## src/hw/rtl/rsah_pkg.sv

```systemverilog
package rsah_pkg;

   localparam int NUM_OPS       = 7;
   localparam int SIZE_BUCKETS  = 32;
   localparam int ALIGN_BUCKETS = 65;

   localparam int KIND_W = 2;
   localparam int OP_W   = 3;
   localparam int SIZE_W = 32;
   localparam int OFF_W  = 64;
   localparam int VAL_W  = 64;
   localparam int SB_W   = 5;
   localparam int AB_W   = 7;
   localparam int THR_W  = 7;

   localparam int COUNT_DEPTH = NUM_OPS * SIZE_BUCKETS * ALIGN_BUCKETS;
   localparam int BYTE_DEPTH  = NUM_OPS * SIZE_BUCKETS;
   localparam int COUNT_AW    = $clog2(COUNT_DEPTH);
   localparam int BYTE_AW     = $clog2(BYTE_DEPTH);
   localparam int TOT_AW      = $clog2(NUM_OPS);

   localparam int REQ_FIELDS_W = OP_W + SIZE_W + OFF_W + VAL_W + SB_W + AB_W;
   localparam int REQ_DATA_W   = ((REQ_FIELDS_W + 7) / 8) * 8;
   localparam int RSP_FIELDS_W = SB_W + AB_W + 1 + 3 * VAL_W;
   localparam int RSP_DATA_W   = ((RSP_FIELDS_W + 7) / 8) * 8;

   typedef enum logic [KIND_W-1:0] {
      KIND_RECORD     = 2'd0,
      KIND_HIST_READ  = 2'd1,
      KIND_TOTAL_READ = 2'd2,
      KIND_NONE       = 2'd3
   } kind_type;

   // One classified item on its way from the front to the back
   typedef struct packed {
      kind_type             kind;
      logic [OP_W-1:0]      op;
      logic                 op_ok;
      logic [SB_W-1:0]      size_bucket;
      logic [AB_W-1:0]      align_bucket;
      logic                 hist_en;
      logic                 cnt_sel;
      logic                 byte_sel;
      logic [COUNT_AW-1:0]  cnt_addr;
      logic [BYTE_AW-1:0]   byte_addr;
      logic [SIZE_W-1:0]    size;
      logic [VAL_W-1:0]     latency;
   } entry_type;

endpackage

```

## src/hw/rtl/rsah_queue.sv

```systemverilog
module rsah_queue (
   input  logic                clock,
   input  logic                reset,
   input  logic                in_valid,
   output logic                in_ready,
   input  rsah_pkg::entry_type in_entry,
   output logic                out_valid,
   input  logic                out_ready,
   output rsah_pkg::entry_type out_entry
);

   localparam int DEPTH = 2;
   localparam int PTR_W = $clog2(DEPTH);
   localparam int CNT_W = $clog2(DEPTH + 1);

   rsah_pkg::entry_type slot_ff [DEPTH];
   logic [PTR_W-1:0]    wr_ptr_ff;
   logic [PTR_W-1:0]    rd_ptr_ff;
   logic [CNT_W-1:0]    count_ff;
   logic [CNT_W-1:0]    count_in;
   logic                push;
   logic                pop;

   assign in_ready  = count_ff != CNT_W'(DEPTH);
   assign out_valid = count_ff != '0;
   assign out_entry = slot_ff[rd_ptr_ff];
   assign push      = in_valid && in_ready;
   assign pop       = out_valid && out_ready;

   always_comb begin
      count_in = count_ff;
      if (push && !pop) count_in = count_ff + CNT_W'(1);
      if (pop && !push) count_in = count_ff - CNT_W'(1);
   end

   always_ff @(posedge clock) begin
      if (reset) begin
         wr_ptr_ff <= '0;
         rd_ptr_ff <= '0;
         count_ff  <= '0;
      end else begin
         count_ff <= count_in;
         if (push) begin
            wr_ptr_ff <= (int'(wr_ptr_ff) == DEPTH - 1) ? '0 : wr_ptr_ff + PTR_W'(1);
         end
         if (pop) begin
            rd_ptr_ff <= (int'(rd_ptr_ff) == DEPTH - 1) ? '0 : rd_ptr_ff + PTR_W'(1);
         end
      end
   end

   always_ff @(posedge clock) begin
      if (push) slot_ff[wr_ptr_ff] <= in_entry;
   end

endmodule

```

## config.mk

```make
export PLATFORM = sky130hd
export DESIGN_NAME = rsah_queue
export DESIGN_NICKNAME = d
export VERILOG_FILES = /design/src/hw/rtl/rsah_pkg.sv /design/src/hw/rtl/rsah_queue.sv
export SDC_FILE = /design/constraint.sdc
export NUM_CORES = 1
export LEC_CHECK = 0
export BUFFER_PORTS_ARGS = -buffer_cell sky130_fd_sc_hd__buf_2
export CORE_UTILIZATION = 50
export CTS_BUF_LIST = sky130_fd_sc_hd__clkbuf_8 sky130_fd_sc_hd__clkbuf_16
export DETAILED_ROUTE_END_ITERATION = 16
export PLACE_DENSITY = 0.82
export SYNTH_ARGS = -nofsm -noshare
export SYNTH_HDL_FRONTEND = slang
export SYNTH_SLANG_ARGS = --single-unit
```

## constraint.sdc

```tcl
create_clock -name clock -period 5.7 [get_ports clock]
set_input_delay 1.14 -clock clock [delete_from_list [all_inputs] [get_ports clock]]
set_output_delay 1.14 -clock clock [all_outputs]
set_load 0.02 [all_outputs]
```

==> results of run 1 <==
-- area by class of cell --
class	instances	area share
antenna	1	0.000195
clock buffer	33	0.0591
clock inverter	16	0.00888
inverter	1	0.000683
multi-input combinational	157	0.132
sequential	283	0.659
tap	265	0.0259
timing repair buffer	286	0.114
-- logic make-up after synthesis --
family	share of synthesized area
AND/OR/NAND/NOR	0.00465
buffers and inverters	0.0104
multiplexers	0.153
adder cells (fa/ha/maj)	0.00122
flip-flops	0.825
AO/OA/AOI/OAI	0.00318
XOR/XNOR	0.00257
-- state kept, by name (all words and copies together), names as in the netlist, named ones only --
signal     count
rd_ptr_ff      1
wr_ptr_ff      1
count_ff       2
slot_ff      278
-- metal layers --
metal  vias up  track usage  routed length (um)
li1       2425            -                   -
met1      2570        0.208                7490
met2       214        0.316                9740
met3        43       0.0500                1390
met4         2       0.0616                 543
met5         -            0                  10
-- cell usage after synthesis (2+ instances only) --
| master | number |
|---|---|
| dfxtp_1 | 5 |
| xnor2_1 | 2 |
| mux2_2 | 139 |
| buf_4 | 11 |
| edfxtp_1 | 278 |
| nor2_1 | 3 |
| a21oi_1 | 2 |
| buf_2 | 4 |
-- report_power, final --
| group | internal (mW) | switching, mW |
|---|---|---|
| combinational | 0.665 | 0.973 |
| clock | 1.02 | 0.691 |
| sequential | 2.63 | 0.141 |
-- path summary, 6_finish.rpt --
| path | to | slack [ns] | depth (start not counted) |
|---|---|---|---|
| setup reg to reg | slot_ff[0][23] | 3.15 | 4 |
| hold / removal | flop | 0.54 | 2 |
| setup / recovery | out_entry[113] | 2.02 | 3 |
| hold reg to reg | flop | 0.54 | 2 |
-- critical path: stages (launching register included) --
cell and delay (ns):
dfxtp_4 0.91, buf_12 0.39, mux2_2 0.41, buf_2 0.16
==> metrics.md, run 1 <==
| Metric | Value |
|---|---|
| Max-slew violations | 0 |
| Synthesized cell area | 10,200 um2 |
| Hold_buf cts | 0 |
| Gate count of the mapped netlist | 456 |
| Setup slack after layout | 2.02 ns |
| CTS resizes | 0 |
| CTS buffer count | 27 |
| Fin crit share | 0.646 |
| # port buffers | 283 |
| Post-layout util | 0.648 |
| Register area share after synthesis | 0.825 |
| Placer congestion estimate | 0.776 |
| Outcome | completed |
| Total GRT Usage | 0.179 |
| Fraction of registers with async set/reset | 0 |
| DPL Wire Length | 12.5 mm |
| H-tree Lvls | 1 |
| CTS tree | yes |
| RSZ-0062 raised after global routing | no |
| Die ar. | 21,100 um2 |
| Final non-filler cell total | 1,042 |
| Core area | 19,800 um2 |
| Cell type with the largest total area after synthesis | edfxtp_1 |
| Hold Path Class | reg2reg |
| Synth area leaders | edfxtp_1 82%, mux2_2 15%, dfxtp_1 0.98% |
| Clock skew | 0.00995 ns |
| GRT overflow | 0 |
| Most common cell after layout, fill and taps aside | buf_2 |
| Commonest cells after routing, fill and taps aside | 283 x buf_2, 278 x edfxtp_1, 139 x mux2_2 |
| Skew-Pair Late Insertion Delay | 0.51 ns |
| Vias in the first global route | 5,666 |
| Sequential cell area | 8450 um2 |
| Area fraction of the dominant cell type after synthesis | 0.815 |
| Post-CTS Setup Bufs | 0 |
| First-pass detailed-route iteration total | 4 |
| F_max | 271 MHz |
| CP startpoint kind | flop |
| Total of max-cap violations | 0 |
| Leakage | 4.81 nW |
| Placed insts | 992 |
| Number of synthesized flops with an enable pin | 278 |
| Final TNS setup | 0 ns |
| Yosys reg bits | 283 |
| Fillers | 1,383 |
| Slew headroom | 0.359 |
| DIE WIDTH | 145 um |
| Drt total wl | 19.2 mm |
| Worst endpoint required time | 4.56 ns |
| R2R Path Start | count_ff[0] |
| DRC | 0 |
| Power, Total | 6.12 mW |
| Final #Nets | 900 |
| Boundary Pins | 284 |
| Clock tree buffer depth | 3 |
| Slew @ Worst Pin | 0.961 ns |
| DR WL/cell | 18.4 um |
| Starting density of the core | 0.518 |
| Min cycle time layout | 3.68 ns |
| Data arrival time of the worst path | 2.54 ns |
| Post-route cell area | 12,800 um2 |
| YS warnings | 0 |
| Synth Flop Type | edfxtp_1 |
| PwrDens | 477 nW/um2 |
| Chip height | 145 um |
| Via count | 5,254 |
| Initial antenna violation count | 2 |
| Maximum vdd drop | 504 uV |
| First-pass GRT wire length | 29.4 mm |
| Clock Pin Slew Worst Setup and Hold Paths | 0.06 ns |
| Unique cell type count in the Yosys netlist | 20 |
| # rows | 51 |
| Detailed Route Iter0 Violations | 163 |
| Layout cells sized above 1 | 0.601 |
| Via/cell ratio | 5.04 |
| Placed Area | 11,900 um2 |
| Crit-path max FO | 72 |
| Area grow syn2layout | 25.2% |
| Syn Area/Cell | 22.5 um2 |
| Clk sinks | 283 |
| Post-Place Worst Slack | 2.51 ns |
| Worst Setup Path Type | reg2out |
| Crit end category | output pin |
| Syn_nets | 600 |
| Min-delay src | rd_ptr_ff |
| Hold_ws | 0.539 ns |
| Multi-input combinational cell area | 1690 um2 |
| Final setup viols | 0 |
| Clk root buf | clkbuf_16 |
| Final antenna-violating net count | 0 |
| Largest net degree at the start of global routing | 103 |
| Hold Fails Final Rpt | 0 |
Power figures use the tool's default switching activity.
==> inputs of run 2 (changes only) <==
--- a/config.mk
+++ b/config.mk
@@ -5,6 +5,7 @@
 export SDC_FILE = /design/constraint.sdc
 export NUM_CORES = 1
 export LEC_CHECK = 0
+export ABC_AREA = 1
 export BUFFER_PORTS_ARGS = -buffer_cell sky130_fd_sc_hd__buf_2
 export CORE_UTILIZATION = 50
 export CTS_BUF_LIST = sky130_fd_sc_hd__clkbuf_8 sky130_fd_sc_hd__clkbuf_16
==> constraint.sdc (replaced) <==
create_clock -name clock -period 3.6 [get_ports clock]
set_input_delay 0.72 -clock clock [delete_from_list [all_inputs] [get_ports clock]]
set_output_delay 0.72 -clock clock [all_outputs]
set_load 0.02 [all_outputs]
==> run 2 against run 1 <==
Effect of this change:
- register-to-register slack got worse by 1.2 ns
- total power increased by 42%
- first-iteration DRC count increased by 79%
- design area increased by 1.0%
- via count increased by 0.29%
==> metrics.md, run 2 <==
| Metric | Value |
|---|---|
| Boundary Pins | 284 (unchanged) |
| Via count | 5,269 (was 5,254) |
| Max-slew violations | 0 (unchanged) |
| Most common cell after layout, fill and taps aside | buf_2 (unchanged) |
| First-pass detailed-route iteration total | 4 (unchanged) |
| Worst Setup Path Type | reg2out (unchanged) |
| F_max | 346 MHz |
| Max reg flops | 278 (unchanged) |
| First-pass GRT wire length | 28.3 mm (was 29.4 mm) |
| Fraction of registers with async set/reset | 0 (unchanged) |
| Detailed Route Iter0 Violations | 292 (was 163) |
| Unique cell type count in the Yosys netlist | 13 (was 20) |
| Yosys reg bits | 283 (unchanged) |
| Area grow syn2layout | 25.7% (was 25.2%) |
| # rows | 52 (was 51) |
| Final antenna-violating net count | 0 (unchanged) |
| Register area share after synthesis | 0.820 (was 0.825) |
| Clock Pin Slew Worst Setup and Hold Paths | 0.06 ns (about the same) |
| Fillers | 1,395 (was 1,383) |
| Slew @ Worst Pin | 0.845 ns (was 0.961 ns) |
| Setup slack after layout | 0.711 ns (was 2.02 ns) |
| Number of synthesized flops with an enable pin | 278 (unchanged) |
| Most numerous cell in the Yosys netlist | edfxtp_1 (unchanged) |
| Area fraction of the dominant cell type after synthesis | 0.810 (was 0.815) |
| Maximum vdd drop | 469 uV (was 504 uV) |
| DIE WIDTH | 146 um (was 145 um) |
| Final setup viols | 0 (unchanged) |
| DPL Wire Length | 11.7 mm (was 12.5 mm) |
| Syn_nets | 614 (was 600) |
| Crit-path max FO | 64 (was 72) |
| Outcome | completed (unchanged) |
| Vias in the first global route | 5,557 (was 5,666) |
| Clk sinks | 283 (unchanged) |
| Internal power | 6.39 mW (was 4.32 mW) |
| Largest regs | slot_ff: 278 flops, count_ff: 2 flops (unchanged) |
| Post-synth top cells | 278 x edfxtp_1, 139 x mux2_2, 11 x buf_6 (was 278 x edfxtp_1, 139 x mux2_2, 11 x buf_4) |
| Die ar. | 21,200 um2 (was 21,100 um2) |
| Worst endpoint required time | 2.88 ns (was 4.56 ns) |
| DRC | 0 (unchanged) |
| Combinational power share | 0.204 (was 0.268) |
| CTS buffer count | 28 (was 27) |
| YS warnings | 0 (unchanged) |
| RSZ-0062 raised after global routing | no (unchanged) |
| Placer congestion estimate | 0.756 (was 0.776) |
| Synthesized cell area | 10,300 um2 (was 10,200 um2) |
| Post-Place Worst Slack | 1.24 ns (was 2.51 ns) |
| Min cycle time layout | 2.89 ns |
| Clk root buf | clkbuf_16 (unchanged) |
| DR WL/cell | 17.2 um (was 18.4 um) |
| Starting density of the core | 0.509 (was 0.518) |
| Syn Area/Cell | 21.9 um2 (was 22.5 um2) |
| Hold Path Class | in2reg (was reg2reg) |
| Layout cells sized above 1 | 0.594 (was 0.601) |
| Data arrival time of the worst path | 2.17 ns (was 2.54 ns) |
| Total GRT Usage | 0.170 (was 0.179) |
| Skew-Pair Late Insertion Delay | 0.52 ns (was 0.51 ns) |
| Slew headroom | 0.437 (was 0.359) |
| GRT overflow | 0 (unchanged) |
| Synth area leaders | edfxtp_1 81%, mux2_2 15%, buf_6 1.2% (was edfxtp_1 82%, mux2_2 15%, dfxtp_1 0.98%) |
| Top reg by flops | slot_ff (unchanged) |
| Hold_buf cts | 0 (unchanged) |
| Final #Nets | 918 (was 900) |
| Cell type with the largest total area after synthesis | edfxtp_1 (unchanged) |
| Post-layout util | 0.640 (was 0.648) |
| Hold Fails Final Rpt | 0 (unchanged) |
| Switching portion of total power | 0.265 (was 0.295) |
| Post-CTS Setup Bufs | 0 (unchanged) |
| Clock skew | 0.00955 ns (was 0.00995 ns) |
| Total of max-cap violations | 0 (unchanged) |
| Via/cell ratio | 4.93 (was 5.04) |
| CTS tree | yes (unchanged) |
| Largest net degree at the start of global routing | 76 (was 103) |
| Clock tree buffer depth | 3 (unchanged) |
| Drt total wl | 18.4 mm (was 19.2 mm) |
| Initial antenna violation count | 2 (unchanged) |
| Leakage | 4.86 nW (was 4.81 nW) |
| Sequential power share | 0.472 (was 0.453) |
| Chip height | 146 um (was 145 um) |
| Hold_ws | 0.380 ns (was 0.539 ns) |
| # port buffers | 283 (unchanged) |
| PwrDens | 672 nW/um2 (was 477 nW/um2) |
| CTS resizes | 0 (unchanged) |
| Gate count of the mapped netlist | 470 (was 456) |
| H-tree Lvls | 1 (unchanged) |
| Synth Flop Type | edfxtp_1 (unchanged) |
| CP startpoint kind | flop (unchanged) |
| Crit end category | output pin (unchanged) |
| NetSw | 2.31 mW (was 1.80 mW) |
| Core area | 20,200 um2 (was 19,800 um2) |
| Fin crit share | 0.803 |
| Commonest cells after routing, fill and taps aside | 283 x buf_2, 278 x edfxtp_1, 139 x mux2_2 (unchanged) |
| Final TNS setup | 0 ns (unchanged) |
| Clock network power share | 0.324 (was 0.280) |
[run 2: per-layer routing]
layer	up-vias	track usage	wire (um)	share of wire
met1	2542	0.208	7350	0.40
li1	2467	-	-	-
met2	218	0.291	9190	0.50
met4	0	0.0595	449	0.024
met3	42	0.0502	1430	0.077
met5	-	0	0	0
[run 2: layout make-up]
type,count,area (um2),area share
Timing Repair Buffer,289,1520,0.118
Clock buffer,29,726,0.0560
Sequential cell,283,8450,0.653
Antenna cell,2,5.00,0.000386
Clock inverter,23,185,0.0143
Multi-Input combinational cell,164,1690,0.131
Inverter,8,30.0,0.00232
Tap cell,270,338,0.0261
[run 2: final timing paths]
kind | from | endpoint | slack [ns] | cells after the start
setup / recovery | flop | out_entry[116] | 0.71 | 3
hold / removal | in_entry[65] | slot_ff[0][65] | 0.38 | 1
setup reg to reg | count_ff[0] | slot_ff[1][87] | 1.91 | 5
hold reg to reg | rd_ptr_ff | flop | 0.51 | 2
[run 2: power groups by stage]
stage	combinational, mW	sequential, mW	clock (mW)
CTS	1.80	4.11	2.88
floorplan	1.25	4.19	0
detailed placement	1.79	4.18	0
finish	1.77	4.11	2.82
global placement	1.78	4.16	0
global route	1.89	4.14	3.00
[run 2: cell families after synthesis]
kind of cell,count (synthesis),synth area share
multiplexers,139,0.152
AND/OR/NAND/NOR,19,0.00717
AO/OA/AOI/OAI,5,0.00243
adder cells (fa/ha/maj),1,0.00121
buffers and inverters,23,0.0174
flip-flops,283,0.820
[run 2: worst max-delay path: stages, from the launching register on]
cell and delay [ns]:
dfxtp_4 0.35, buf_4 0.61, mux2_2 0.43, buf_2 0.16
[run 2: through the flow]
stage | cell area (um2) | cells | power [mW]
2_1_floorplan | 10300 | 470 | 5.44
3_3_place_gp | 12000 | 1014 | 5.94
3_5_place_dp | 12000 | 1014 | 5.97
4_1_cts | 12900 | 1066 | 8.80
5_1_grt | 12900 | 1067 | 9.03
6_report | 13000 | 1068 | 8.70
